--- src/sv/cabm_pkg.sv ---
package cabm_pkg;

	localparam int OP_W      = 2;
	localparam int LEN_W     = 12;
	localparam int MODE_W    = 2;
	localparam int MCS_W     = 7;
	localparam int CH_W      = 4;
	localparam int PM_W      = 10;
	localparam int BUSY_W    = 32;
	localparam int MS_W      = 16;
	localparam int CFG_IDX_W = 1;
	localparam int CFG_W     = 16;

	localparam int DIV_N_W   = 32;
	localparam int DIV_D_W   = 16;
	localparam int DIV_CNT_W = 5;

	localparam logic [OP_W-1:0] OP_FRAME = 2'd0;
	localparam logic [OP_W-1:0] OP_TICK  = 2'd1;
	localparam logic [OP_W-1:0] OP_READ  = 2'd2;

	localparam logic KIND_REPORT = 1'b0;
	localparam logic KIND_READ   = 1'b1;

	localparam logic [CFG_IDX_W-1:0] REG_DWELL  = 1'd0;
	localparam logic [CFG_IDX_W-1:0] REG_ENABLE = 1'd1;

	localparam logic [MODE_W-1:0] MODE_HT = 2'd1;

	localparam logic [MS_W-1:0]  DWELL_RESET   = 16'd200;
	localparam logic [LEN_W-1:0] MIN_BYTES     = 12'd14;
	localparam logic [5:0]       HT_PRE_US     = 6'd40;
	localparam logic [5:0]       LEG_PRE_US    = 6'd30;
	localparam logic [6:0]       HT_SCALE      = 7'd80;
	localparam logic [3:0]       LEG_RATE      = 4'd12;
	localparam logic [PM_W-1:0]  PERMILLE_MAX  = 10'd1000;
	localparam logic [CH_W-1:0]  FRAME_CH_MAX  = 4'd13;

	typedef struct packed {
		logic latch;
		logic frame_start;
		logic tick_start;
		logic elapsed_inc;
		logic frame_add;
		logic hop;
		logic read_load;
		logic out_load;
	} cabm_cmd_t;

	typedef struct packed {
		logic [OP_W-1:0] op;
		logic            frame_ok;
		logic            enable;
		logic            dwell_hit;
		logic            div_done;
		logic            out_free;
	} cabm_sts_t;

	// HT rate in tenths of Mb/s, indexed by low MCS bits
	function automatic logic [9:0] ht_rate(input logic [2:0] sel);
		logic [9:0] r;
		begin
			case (sel)
				3'd0: r = 10'd65;
				3'd1: r = 10'd130;
				3'd2: r = 10'd195;
				3'd3: r = 10'd260;
				3'd4: r = 10'd390;
				3'd5: r = 10'd520;
				3'd6: r = 10'd585;
				default: r = 10'd650;
			endcase
			return r;
		end
	endfunction

endpackage

--- src/sv/cabm_div.sv ---
module cabm_div (
	input  logic                          clk,
	input  logic                          arst_n,
	input  logic                          start,
	input  logic [cabm_pkg::DIV_N_W-1:0]  dividend,
	input  logic [cabm_pkg::DIV_D_W-1:0]  divisor,
	output logic                          busy,
	output logic                          done,
	output logic [cabm_pkg::DIV_N_W-1:0]  quotient
);
	import cabm_pkg::*;

	logic [DIV_D_W-1:0]   rem_q;
	logic [DIV_N_W-1:0]   quo_q;
	logic [DIV_D_W-1:0]   den_q;
	logic [DIV_CNT_W-1:0] cnt_q;
	logic                 busy_q;
	logic                 done_q;

	logic [DIV_D_W:0]     shifted;
	logic [DIV_D_W+1:0]   diff;
	logic                 q_bit;
	logic [DIV_D_W-1:0]   rem_n;

	// restoring, one quotient bit per cycle
	always_comb begin
		shifted = {rem_q, quo_q[DIV_N_W-1]};
		diff    = {1'b0, shifted} - {2'b00, den_q};
		q_bit   = ~diff[DIV_D_W+1];
		rem_n   = q_bit ? diff[DIV_D_W-1:0] : shifted[DIV_D_W-1:0];
	end

	always_ff @(posedge clk or negedge arst_n) begin
		if (!arst_n) begin
			busy_q <= 1'b0;
			done_q <= 1'b0;
			cnt_q  <= '0;
		end else if (start) begin
			busy_q <= 1'b1;
			done_q <= 1'b0;
			cnt_q  <= DIV_CNT_W'(DIV_N_W - 1);
		end else if (busy_q) begin
			cnt_q <= cnt_q - 1'b1;
			if (cnt_q == '0) begin
				busy_q <= 1'b0;
				done_q <= 1'b1;
			end
		end else begin
			done_q <= 1'b0;
		end
	end

	always_ff @(posedge clk) begin
		if (start) begin
			rem_q <= '0;
			quo_q <= dividend;
			den_q <= divisor;
		end else if (busy_q) begin
			rem_q <= rem_n;
			quo_q <= {quo_q[DIV_N_W-2:0], q_bit};
		end
	end

	assign busy     = busy_q;
	assign done     = done_q;
	assign quotient = quo_q;

endmodule

--- src/sv/cabm_ctrl.sv ---
module cabm_ctrl (
	input  logic                  clk,
	input  logic                  arst_n,
	input  logic                  in_valid,
	output logic                  in_stall,
	input  cabm_pkg::cabm_sts_t   sts,
	output cabm_pkg::cabm_cmd_t   cmd
);
	import cabm_pkg::*;

	typedef enum logic [2:0] {
		S_IDLE,
		S_DECODE,
		S_FRAME_WAIT,
		S_TICK_CHECK,
		S_TICK_WAIT,
		S_EMIT
	} state_t;

	state_t state_q, state_d;
	logic   in_stall_q;

	always_comb begin
		state_d = state_q;
		cmd     = '0;
		case (state_q)
			S_IDLE: begin
				if (in_valid && !in_stall_q) begin
					cmd.latch = 1'b1;
					state_d   = S_DECODE;
				end
			end
			S_DECODE: begin
				case (sts.op)
					OP_FRAME: begin
						if (sts.frame_ok) begin
							cmd.frame_start = 1'b1;
							state_d         = S_FRAME_WAIT;
						end else begin
							state_d = S_IDLE;
						end
					end
					OP_TICK: begin
						if (sts.enable) begin
							cmd.elapsed_inc = 1'b1;
							state_d         = S_TICK_CHECK;
						end else begin
							state_d = S_IDLE;
						end
					end
					OP_READ: begin
						cmd.read_load = 1'b1;
						state_d       = S_EMIT;
					end
					default: state_d = S_IDLE;
				endcase
			end
			S_FRAME_WAIT: begin
				if (sts.div_done) begin
					cmd.frame_add = 1'b1;
					state_d       = S_IDLE;
				end
			end
			S_TICK_CHECK: begin
				if (sts.dwell_hit) begin
					cmd.tick_start = 1'b1;
					state_d        = S_TICK_WAIT;
				end else begin
					state_d = S_IDLE;
				end
			end
			S_TICK_WAIT: begin
				if (sts.div_done) begin
					cmd.hop = 1'b1;
					state_d = S_EMIT;
				end
			end
			S_EMIT: begin
				if (sts.out_free) begin
					cmd.out_load = 1'b1;
					state_d      = S_IDLE;
				end
			end
			default: state_d = S_IDLE;
		endcase
	end

	always_ff @(posedge clk or negedge arst_n) begin
		if (!arst_n) begin
			state_q    <= S_IDLE;
			in_stall_q <= 1'b0;
		end else begin
			state_q    <= state_d;
			in_stall_q <= (state_d != S_IDLE);
		end
	end

	assign in_stall = in_stall_q;

	a_load_free: assert property (@(posedge clk) disable iff (!arst_n)
		cmd.out_load |-> sts.out_free)
		else $error("result loaded over an untaken word");

	a_one_start: assert property (@(posedge clk) disable iff (!arst_n)
		cmd.frame_start |=> !cmd.frame_start && !cmd.tick_start)
		else $error("divider restarted back to back");

	a_hop_emits: assert property (@(posedge clk) disable iff (!arst_n)
		cmd.hop |=> state_q == S_EMIT)
		else $error("hop without report");

endmodule

--- src/sv/cabm_datapath.sv ---
module cabm_datapath #(
	parameter int NUM_CHANNELS = 13
) (
	input  logic                              clk,
	input  logic                              arst_n,
	input  cabm_pkg::cabm_cmd_t               cmd,
	output cabm_pkg::cabm_sts_t               sts,
	input  logic                              cfg_wr_en,
	input  logic [cabm_pkg::CFG_IDX_W-1:0]    cfg_index,
	input  logic [cabm_pkg::CFG_W-1:0]        cfg_data,
	input  logic [cabm_pkg::OP_W-1:0]         op,
	input  logic [cabm_pkg::LEN_W-1:0]        frame_length,
	input  logic [cabm_pkg::MODE_W-1:0]       frame_mode,
	input  logic [cabm_pkg::MCS_W-1:0]        frame_mcs,
	input  logic [cabm_pkg::CH_W-1:0]         frame_channel,
	input  logic                              is_misc,
	input  logic [cabm_pkg::CH_W-1:0]         query_channel,
	output logic                              out_valid,
	input  logic                              out_stall,
	output logic                              kind,
	output logic [cabm_pkg::CH_W-1:0]         channel,
	output logic [cabm_pkg::PM_W-1:0]         permille,
	output logic [cabm_pkg::CH_W-1:0]         now_channel
);
	import cabm_pkg::*;

	localparam int IDX_W = (NUM_CHANNELS > 1) ? $clog2(NUM_CHANNELS) : 1;
	localparam logic [CH_W-1:0] NCH = CH_W'(NUM_CHANNELS);

	// item word
	logic [OP_W-1:0]   op_q;
	logic [LEN_W-1:0]  len_q;
	logic [MODE_W-1:0] mode_q;
	logic [MCS_W-1:0]  mcs_q;
	logic [CH_W-1:0]   fch_q;
	logic              misc_q;
	logic [CH_W-1:0]   qch_q;

	// config and channel state
	logic [MS_W-1:0]   dwell_q;
	logic              enable_q;
	logic [BUSY_W-1:0] busy_q [NUM_CHANNELS];
	logic [PM_W-1:0]   held_q [NUM_CHANNELS];
	logic [CH_W-1:0]   cur_q;
	logic [MS_W-1:0]   elapsed_q;

	// pending result and output word
	logic              res_kind_q;
	logic [CH_W-1:0]   res_ch_q;
	logic [PM_W-1:0]   res_pm_q;
	logic [CH_W-1:0]   res_now_q;
	logic              out_valid_q;
	logic              kind_q;
	logic [CH_W-1:0]   ch_q;
	logic [PM_W-1:0]   pm_q;
	logic [CH_W-1:0]   now_q;

	logic [CH_W-1:0]    fch_m1, cur_m1, qch_m1;
	logic [IDX_W-1:0]   fidx, cidx, qidx, rd_idx;
	logic [BUSY_W-1:0]  busy_rd;
	logic [PM_W-1:0]    held_rd;
	logic               q_ok;
	logic [LEN_W-1:0]   len_eff;
	logic [18:0]        ht_num;
	logic [14:0]        leg_num;
	logic [DIV_N_W-1:0] div_dividend, quo;
	logic [DIV_D_W-1:0] div_divisor;
	logic               div_start, div_busy, div_done;
	logic [16:0]        air;
	logic [BUSY_W:0]    sum;
	logic [BUSY_W-1:0]  busy_sat;
	logic [PM_W-1:0]    pm_sat;
	logic [MS_W-1:0]    limit;
	logic [CH_W-1:0]    cur_next;
	logic               out_free;

	always_comb begin
		fch_m1  = fch_q - 1'b1;
		cur_m1  = cur_q - 1'b1;
		qch_m1  = qch_q - 1'b1;
		fidx    = fch_m1[IDX_W-1:0];
		cidx    = cur_m1[IDX_W-1:0];
		qidx    = qch_m1[IDX_W-1:0];
		rd_idx  = (op_q == OP_FRAME) ? fidx : cidx;
		busy_rd = busy_q[rd_idx];
		q_ok    = (qch_q != '0) && (qch_q <= NCH);
		held_rd = q_ok ? held_q[qidx] : '0;

		len_eff = (len_q < MIN_BYTES) ? MIN_BYTES : len_q;
		ht_num  = 19'(len_eff) * 19'(HT_SCALE);
		leg_num = {len_eff, 3'b000};

		div_start = cmd.frame_start | cmd.tick_start;
		if (cmd.tick_start) begin
			div_dividend = busy_rd;
			div_divisor  = elapsed_q;
		end else if (mode_q == MODE_HT) begin
			div_dividend = DIV_N_W'(ht_num);
			div_divisor  = DIV_D_W'(ht_rate(mcs_q[2:0]));
		end else begin
			div_dividend = DIV_N_W'(leg_num);
			div_divisor  = DIV_D_W'(LEG_RATE);
		end

		air      = 17'(quo[15:0]) + 17'((mode_q == MODE_HT) ? HT_PRE_US : LEG_PRE_US);
		sum      = {1'b0, busy_rd} + (BUSY_W+1)'(air);
		busy_sat = sum[BUSY_W] ? '1 : sum[BUSY_W-1:0];
		pm_sat   = ((|quo[DIV_N_W-1:PM_W]) || (quo[PM_W-1:0] > PERMILLE_MAX))
			? PERMILLE_MAX : quo[PM_W-1:0];

		limit    = (dwell_q == '0) ? MS_W'(1) : dwell_q;
		cur_next = (cur_q >= NCH) ? CH_W'(1) : cur_q + 1'b1;
		out_free = !out_valid_q || !out_stall;

		sts.op        = op_q;
		sts.enable    = enable_q;
		sts.frame_ok  = enable_q && !misc_q && (fch_q != '0) && (fch_q <= FRAME_CH_MAX)
			&& (fch_q <= NCH);
		sts.dwell_hit = (elapsed_q >= limit);
		sts.div_done  = div_done;
		sts.out_free  = out_free;
	end

	cabm_div u_div (
		.clk      (clk),
		.arst_n   (arst_n),
		.start    (div_start),
		.dividend (div_dividend),
		.divisor  (div_divisor),
		.busy     (div_busy),
		.done     (div_done),
		.quotient (quo)
	);

	always_ff @(posedge clk) begin
		if (cmd.latch) begin
			op_q   <= op;
			len_q  <= frame_length;
			mode_q <= frame_mode;
			mcs_q  <= frame_mcs;
			fch_q  <= frame_channel;
			misc_q <= is_misc;
			qch_q  <= query_channel;
		end
		if (cmd.hop) begin
			res_kind_q <= KIND_REPORT;
			res_ch_q   <= cur_q;
			res_pm_q   <= pm_sat;
			res_now_q  <= cur_next;
		end else if (cmd.read_load) begin
			res_kind_q <= KIND_READ;
			res_ch_q   <= qch_q;
			res_pm_q   <= held_rd;
			res_now_q  <= cur_q;
		end
		if (cmd.out_load) begin
			kind_q <= res_kind_q;
			ch_q   <= res_ch_q;
			pm_q   <= res_pm_q;
			now_q  <= res_now_q;
		end
	end

	always_ff @(posedge clk or negedge arst_n) begin
		if (!arst_n) begin
			dwell_q     <= DWELL_RESET;
			enable_q    <= 1'b0;
			cur_q       <= CH_W'(1);
			elapsed_q   <= '0;
			out_valid_q <= 1'b0;
			for (int i = 0; i < NUM_CHANNELS; i++) begin
				busy_q[i] <= '0;
				held_q[i] <= '0;
			end
		end else begin
			if (cfg_wr_en) begin
				case (cfg_index)
					REG_DWELL:  dwell_q  <= cfg_data;
					REG_ENABLE: enable_q <= cfg_data[0];
					default: ;
				endcase
			end
			if (cmd.elapsed_inc && (elapsed_q != '1))
				elapsed_q <= elapsed_q + 1'b1;
			if (cmd.frame_add)
				busy_q[fidx] <= busy_sat;
			if (cmd.hop) begin
				held_q[cidx] <= pm_sat;
				busy_q[cidx] <= '0;
				elapsed_q    <= '0;
				cur_q        <= cur_next;
			end
			if (cmd.out_load)
				out_valid_q <= 1'b1;
			else if (!out_stall)
				out_valid_q <= 1'b0;
		end
	end

	assign out_valid   = out_valid_q;
	assign kind        = kind_q;
	assign channel     = ch_q;
	assign permille    = pm_q;
	assign now_channel = now_q;

	a_cur_range: assert property (@(posedge clk) disable iff (!arst_n)
		(cur_q != '0) && (cur_q <= NCH))
		else $error("observed channel out of range");

	a_hop_clears: assert property (@(posedge clk) disable iff (!arst_n)
		cmd.hop |=> (elapsed_q == '0) && $changed(cur_q) || (NUM_CHANNELS == 1))
		else $error("hop did not clear dwell");

	a_div_idle: assert property (@(posedge clk) disable iff (!arst_n)
		div_start |-> !div_busy)
		else $error("divider started while busy");

	a_done_quiet: assert property (@(posedge clk) disable iff (!arst_n)
		(cmd.frame_add || cmd.hop) |-> div_done && !div_busy)
		else $error("quotient used before divider finished");

endmodule

--- src/sv/channel_airtime_busy_monitor_unit.sv ---
// Per-channel airtime monitor. Frames add an estimated airtime (in us) to the busy
// accumulator of their own channel; millisecond ticks count the dwell on the observed
// channel, and when it expires the block reports busy/elapsed as permille (max 1000),
// holds it, and hops round robin to the next channel. Reads return a held figure.
// One word at a time: frames and expiring ticks wait on the shared radix-2 divider
// (32 quotient bits, one per cycle); reads, non-expiring ticks and dropped words do
// not use it. Results sit in an output register, so the next word is taken while a
// result waits; a second result that is ready before the first is taken holds the
// block in its emit state, and no new word is taken until the first one is.
module channel_airtime_busy_monitor_unit #(
	parameter int NUM_CHANNELS = 13
) (
	input  logic                              clk,
	input  logic                              arst_n,
	input  logic                              cfg_wr_en,
	input  logic [cabm_pkg::CFG_IDX_W-1:0]    cfg_index,
	input  logic [cabm_pkg::CFG_W-1:0]        cfg_data,
	input  logic                              in_valid,
	output logic                              in_stall,
	input  logic [cabm_pkg::OP_W-1:0]         op,
	input  logic [cabm_pkg::LEN_W-1:0]        frame_length,
	input  logic [cabm_pkg::MODE_W-1:0]       frame_mode,
	input  logic [cabm_pkg::MCS_W-1:0]        frame_mcs,
	input  logic [cabm_pkg::CH_W-1:0]         frame_channel,
	input  logic                              is_misc,
	input  logic [cabm_pkg::CH_W-1:0]         query_channel,
	output logic                              out_valid,
	input  logic                              out_stall,
	output logic                              kind,
	output logic [cabm_pkg::CH_W-1:0]         channel,
	output logic [cabm_pkg::PM_W-1:0]         permille,
	output logic [cabm_pkg::CH_W-1:0]         now_channel
);
	import cabm_pkg::*;

	cabm_cmd_t cmd;
	cabm_sts_t sts;

	cabm_ctrl u_ctrl (
		.clk      (clk),
		.arst_n   (arst_n),
		.in_valid (in_valid),
		.in_stall (in_stall),
		.sts      (sts),
		.cmd      (cmd)
	);

	cabm_datapath #(
		.NUM_CHANNELS (NUM_CHANNELS)
	) u_dp (
		.clk           (clk),
		.arst_n        (arst_n),
		.cmd           (cmd),
		.sts           (sts),
		.cfg_wr_en     (cfg_wr_en),
		.cfg_index     (cfg_index),
		.cfg_data      (cfg_data),
		.op            (op),
		.frame_length  (frame_length),
		.frame_mode    (frame_mode),
		.frame_mcs     (frame_mcs),
		.frame_channel (frame_channel),
		.is_misc       (is_misc),
		.query_channel (query_channel),
		.out_valid     (out_valid),
		.out_stall     (out_stall),
		.kind          (kind),
		.channel       (channel),
		.permille      (permille),
		.now_channel   (now_channel)
	);

endmodule
--- config.mk ---
export PLATFORM = sky130hd
export DESIGN_NAME = channel_airtime_busy_monitor_unit
export DESIGN_NICKNAME = d
export VERILOG_FILES = /design/src/sv/cabm_pkg.sv /design/src/sv/cabm_div.sv /design/src/sv/cabm_ctrl.sv /design/src/sv/cabm_datapath.sv /design/src/sv/channel_airtime_busy_monitor_unit.sv
export SDC_FILE = /design/constraint.sdc
export NUM_CORES = 2
export LEC_CHECK = 0
export ABC_CLOCK_PERIOD_IN_PS = 6800
export BUFFER_PORTS_ARGS = -buffer_cell sky130_fd_sc_hd__buf_2
export CORE_MARGIN = 5
export CORE_UTILIZATION = 40
export CTS_CLUSTER_SIZE = 28
export DETAILED_ROUTE_END_ITERATION = 10
export PLACE_DENSITY = 0.65
export SYNTH_ARGS = -nofsm -noshare
export SYNTH_HDL_FRONTEND = slang
export SYNTH_SLANG_ARGS = --single-unit
--- constraint.sdc ---
create_clock -name clk -period 6.8 [get_ports clk]
set_clock_uncertainty 0.2 [all_clocks]
set_input_delay 1.02 -clock clk [delete_from_list [all_inputs] [get_ports clk]]
set_output_delay 1.02 -clock clk [all_outputs]
set_load 0.03 [all_outputs]
Word-level counts from Yosys, hierarchy flattened

Cells that the tools add are included.

Bits in registers: 725
Input port bits: 54
Output and inout port bits: 21

$add $sub $neg: 9
$mul: 1
Order comparisons: 12
Equal/unequal tests: 17
Multiplexer cells: 76
Bitwise logic cells: 9
Reductions and logical operators: 29

Operator list:

| kind                                                             | count |
|---|---|
| 416-bit 2-to-1 mux                                               | 2 |
| 416-bit bitwise AND                                              | 1 |
| 416-bit bitwise mux                                              | 1 |
| 416-bit inverter                                                 | 1 |
| 32-bit demux with 4-bit select                                   | 2 |
| 32-bit 2-to-1 mux                                                | 8 |
| 130-bit bitwise mux                                              | 1 |
| 32-bit binary-select mux with 4-bit select                       | 1 |
| 10-bit 2-to-1 mux                                                | 8 |
| 16-bit 2-to-1 mux                                                | 5 |
| 10-bit case mux with 7 select lines                              | 1 |
| 10-bit binary-select mux with 4-bit select                       | 1 |
| 10-bit demux with 4-bit select                                   | 1 |
| 32-bit by 17-bit adder with 33-bit output                        | 1 |
| 1-bit 2-to-1 mux                                                 | 25 |
| 4-bit 2-to-1 mux                                                 | 6 |
| 22-bit OR reduction                                              | 1 |
| 5-bit >= comparator (second input constant)                      | 4 |
| 4-bit inverter with 5-bit output                                 | 4 |
| 19-bit 2-to-1 mux                                                | 1 |
| 3-bit case mux with 6 select lines                               | 1 |
| 17-bit by 16-bit subtractor with 18-bit output                   | 1 |
| 16-bit by 17-bit adder with 17-bit output                        | 1 |
| 16-bit by 1-bit adder with 16-bit output (second input constant) | 1 |
| 37 further kinds                                                 | 74 |

Longest topological paths before layout

Depth in word-level cells: 12
Gate-level depth with buffers: 24
Gate-level depth less buffers: 21

By module

From an unflattened synthesis, not the netlist that was laid out.

Cell total of the unflattened synthesis: 3569
Area total of the unflattened synthesis: 36620.1 um2

Modules (own cells, without submodules):

| module        | times used | cells each | area an instance (um2) |
|---|---|---|---|
| cabm_datapath | 1          | 3185       | 32352.3 |
| cabm_div      | 1          | 352        | 3968.8 |
| cabm_ctrl     | 1          | 32         | 299.0 |

Worst setup path before layout

No wires, ideal clock.

Path kind: register to register
From: register u_dp.cur_q[0]
To: register u_dp.busy_q[135] (netlist name)
Library setup time: 0.150 ns
Arrival: 6.108 ns
Data required time: 6.450 ns
Path slack: 0.342 ns
Cell stages (with the launch flop): 24
Period minus slack after synthesis: 6.458 ns
Path through: dfstp_2 clkbuf_1 inv_1 ha_1 mux2i_4 buf_2 buf_2 buf_2 clkbuf_1 clkbuf_1 mux4_2 a221o_1 ha_1 fa_1 a211oi_1 nor2_1 o211ai_1 a31oi_1 o211ai_4 nor4_4 buf_4 nor2_1 buf_4 a211oi_2

Word-level cells in the longest chain between the ends: 12
Elaborated cells on any way between the ends: 19
Classes of those cells: add/sub (2); order compare (2); mux (10); bitwise (4); reduce/logical (1)

Ends and longest elaborated chain:

| item                                                   | RTL line             | RTL |
|---|---|---|
| start, declared                                        | cabm_datapath.sv:44  | `logic [CH_W-1:0] cur_q;` |
| start signal, assigned                                 | cabm_datapath.sv:191 | `cur_q <= cur_next;` |
| 4-bit by 1-bit subtractor with 4-bit output (*)        | cabm_datapath.sv:79  | `cur_m1 = cur_q - 1'b1;` |
| 4-bit 2-to-1 mux                                       | cabm_datapath.sv:84  | `rd_idx = (op_q == OP_FRAME) ? fidx : cidx;` |
| 4-bit inverter with 5-bit output (not written as such) | cabm_datapath.sv:85  | `busy_rd = busy_q[rd_idx];` |
| 32-bit binary-select mux with 4-bit select             | cabm_datapath.sv:85  |  |
| 32-bit 2-to-1 mux (not written as such) (2 in a row)   | cabm_datapath.sv:85  |  |
| 32-bit by 17-bit adder with 33-bit output              | cabm_datapath.sv:106 | `sum = {1'b0, busy_rd} + (BUSY_W+1)'(air);` |
| 32-bit 2-to-1 mux                                      | cabm_datapath.sv:107 | `busy_sat = sum[BUSY_W] ? '1 : sum[BUSY_W-1:0];` |
| 416-bit bitwise mux                                    | cabm_datapath.sv:186 | `busy_q[fidx] <= busy_sat;` |
| 416-bit 2-to-1 mux                                     | cabm_datapath.sv:185 | `if (cmd.frame_add)` |
| 416-bit bitwise AND (no source line)                   | n/a                  |  |
| 416-bit 2-to-1 mux (*)                                 | cabm_datapath.sv:187 | `if (cmd.hop) begin` |
| end signal, assigned by index                          | cabm_datapath.sv:186 |  |
| end, declared                                          | cabm_datapath.sv:42  | `logic [BUSY_W-1:0] busy_q [NUM_CHANNELS];` |

Every way passes the cells marked *; elsewhere a longest branch is shown, timed or not. The select of a mux whose other input is x is not followed.
A chain may end at the register's enable or synchronous reset.

Final worst setup path

From: register u_dp.op_q[1]
To: register u_dp.busy_q[413] (netlist name)

Word-level cells in the longest chain between the ends: 12

Ends and longest elaborated chain:

| item                                                       | RTL line             | RTL |
|---|---|---|
| start, declared                                            | cabm_datapath.sv:31  | `logic [OP_W-1:0] op_q;` |
| start signal, assigned                                     | cabm_datapath.sv:137 | `op_q <= op;` |
| 2-bit zero test (*)                                        | cabm_datapath.sv:84  |  |
| 4-bit 2-to-1 mux (*)                                       | cabm_datapath.sv:84  |  |
| 4-bit inverter with 5-bit output (not written as such) (*) | cabm_datapath.sv:85  |  |
| 32-bit binary-select mux with 4-bit select (*)             | cabm_datapath.sv:85  |  |
| 32-bit 2-to-1 mux (not written as such) (*) (2 in a row)   | cabm_datapath.sv:85  |  |
| 32-bit by 17-bit adder with 33-bit output (*)              | cabm_datapath.sv:106 |  |
| 32-bit 2-to-1 mux (*)                                      | cabm_datapath.sv:107 |  |
| 416-bit bitwise mux (*)                                    | cabm_datapath.sv:186 |  |
| 416-bit 2-to-1 mux (*)                                     | cabm_datapath.sv:185 |  |
| 416-bit bitwise AND (no source line)                       | n/a                  |  |
| 416-bit 2-to-1 mux (*)                                     | cabm_datapath.sv:187 |  |

Marks and branches as above.

==> metrics <==
ys async rst share 82.07%; Clock Pin Slew Worst Setup and Hold Paths 60 ps; final setup TNS 0 ps; Leakage 0.01724 uW; Top FF cell, synth dfrtp_1; nets@finish 3613; Rel. slew slack 17.70%; CP Class reg2reg; post-CTS setup buffers 0; Num CTS Buffers 80; CP cell instances nor2_4 > mux2i_4 > buf_12 > mux4_2 > nand2_1 > a21oi_1 > a221o_1 > ha_1 > inv_1 > o21bai_1 > o21bai_1 > o31a_1 > nand3_1 > or4_1 > o21a_1 > a22o_1; WL/cell 22.64 microns; Design Power 13220 uW; first-pass GRT wire length 165.9 mm; outcome complete, but fails checks; Post-DRT Antenna Nets 0; root buf cell clkbuf_16; DRC violations left 3; die width 312.5 microns; minimum clock period 6422 ps; Post-Syn Area per Cell 10.55 sq um; WP data arrival 6750 ps; # resized after CTS 0; TritonRoute pass-1 iters 9; clk_lat worst skew 670 ps; Max rail drop VDD 0.2196 mV; area of the core 91250 sq um; Die Ht 312.5 microns; final wirelength 106.8 mm; commonest non-fill, non-tap cell in the layout dfrtp_1; actual slew at the worst max-slew pin 1234 ps; Post-synth EDFFs 113; row count 111; Worst Path Max Fanout 38; Slowest Stage Delay on Critical Path 720 ps; #FFs+latches synth 725; power per cell area 320.3 nW/um^2; routability cong. 0.9473; Tcrit/Tclk final 94.44%; most frequent cells in the layout dfrtp_1, nand2_1, nor2_1; Vias 27740; CP most frequent cell o21bai_1; Crit path max-delay family compound AO/OA/AOI/OAI gates; final count of negative-setup-slack endpoints 0; Worst setup SP type flop; Yosys Warn Count 0; Max Fclk 155.7 MHz; I/O Pins 75; HP Class reg2reg; CTS tree yes; RSZ-0062 raised after global routing no; DR iter-0 viols 2893; number of global-route vias before repair 27470; Syn Nets 3619; Max Cap Viol 0; Fillers 8409; Critical Path RT 7130 ps; vias per cell 5.880; Port Buffer Count 70; Unique masters post-synth 79; fin. max-slew vios 0; sequential share of the synthesized area 50.88%; final hold vios 0; synthesized cell area 36610 sq um; gr usage total 21.45%; Post-Syn Instances 3469; largest net degree at the start of global routing 151; fraction of layout instances using a drive strength above 1 17.60%; CTS Hold Buffers Added 0; Max clock buf depth 3; gr ovfl total 0; initial antenna violation count 2; clock sinks 725; failing checks DRC; H-tree depth 3; area delta synth->final 12.75%; starting density of the core 40.12%; slowest stage cell, crit path mux2i_4; post-DP HPWL 67.82 mm; critical path capture point type flop; Die Footprint 97680 sq um; worst path bufs/invs 2
[synth_stat cells (all sizes together), types with 45 or more instances]
cell type  instances  share of area (%)
dfrtp            591                 40
nor2             398                4.1
nand2            384                3.9
o21ai            359                4.9
a211oi           253                6.6
a21oi            240                3.4
clkbuf           219                2.2
mux4             128                7.9
edfxtp           113                9.3
ha                92                3.1
inv               66               0.68
nand3             60               0.82
buf               58               0.92
xnor2             55                1.3
nor3              45               0.62
[path summary, 6_finish.rpt]
kind	cells past startpoint	slack, ps	startpoint	endpoint
max	16	380	u_dp.op_q[1]	u_dp.busy_q[413]
min	0	220	u_dp.res_ch_q[3]	u_dp.channel[3]
max reg2reg	16	380	u_dp.op_q[1]	u_dp.busy_q[413]
min reg2reg	0	220	u_dp.res_ch_q[3]	u_dp.channel[3]
max in group asynchronous	2	4730	arst_n	u_dp.busy_q[225]
min in group asynchronous	1	230	arst_n	u_dp.held_q[97]
[flip-flops by register name, summed over array words and instances, names as in the netlist, 2 cells and up]
| register | cells |
|---|---|
| u_dp.u_div.rem_q | 16 |
| u_dp.channel | 4 |
| u_dp.u_div.quotient | 32 |
| u_dp.res_pm_q | 10 |
| u_dp.cur_q | 4 |
| u_dp.qch_q | 4 |
| u_dp.res_ch_q | 4 |
| u_dp.permille | 10 |
| u_ctrl.state_q | 3 |
| u_dp.elapsed_q | 16 |
| u_dp.busy_q | 416 |
| u_dp.mode_q | 2 |
| u_dp.fch_q | 4 |
| u_dp.len_q | 12 |
| u_dp.op_q | 2 |
| u_dp.dwell_q | 16 |
| u_dp.now_channel | 4 |
| u_dp.u_div.den_q | 16 |
| u_dp.held_q | 130 |
| u_dp.u_div.cnt_q | 5 |
| u_dp.res_now_q | 4 |
| u_dp.mcs_q | 3 |
[where the power goes]
part / total (uW) / leakage, uW / switching [uW] / internal [uW]
clock: 4570 / 0.00135 / 1920 / 2660
sequential: 4970 / 0.00943 / 248 / 4720
combinational: 3680 / 0.00645 / 2380 / 1300
total: 13200 / 0.0172 / 4540 / 8680
[kinds of logic after synthesis]
| kind of cell | share of synthesized area (%) |
|---|---|
| compound gates | 18.84 |
| xor+xnor | 1.890 |
| fa+ha+maj | 3.363 |
| buf+inv | 3.841 |
| flops | 50.88 |
| mux | 9.166 |
| simple gates | 12.01 |
[stage by stage]
stage	worst slack [ps]	cells	area (sq um)	util (%)	hold slack, ps
after floorplan	341.7	3469	36610	-	200.3
after global routing	176.7	4714	41270	45.23	224.1
final	378.3	4717	41280	45.24	217.0
after global placement	538.2	4567	38490	42.18	204.5
after detailed placement	482.4	4567	38490	42.18	204.5
after CTS	491.2	4714	41270	45.23	218.5
[final cells by class]
type                            instances  area, sq um  share of cell area [%]
Antenna cell                            3        7.507                 0.01819
Clock buffer                          109         2242                   5.432
Clock inverter                         38        543.0                   1.316
Inverter                               66        247.7                  0.6002
Multi-Input combinational cell       2401        16770                   40.63
Sequential cell                       725        18630                   45.13
Tap cell                             1186         1484                   3.595
Timing Repair Buffer                  189         1354                   3.280
[metal layers]
metal	GRT usage [%]	routed length, microns	vias to the layer above
met3	4.754	9263	240
met2	33.77	48450	1131
met1	29.46	44960	13780
li1	-	-	12590
met5	0	0	-
met4	7.752	4133	0
Note: power is estimated with default switching activity, not from simulation.
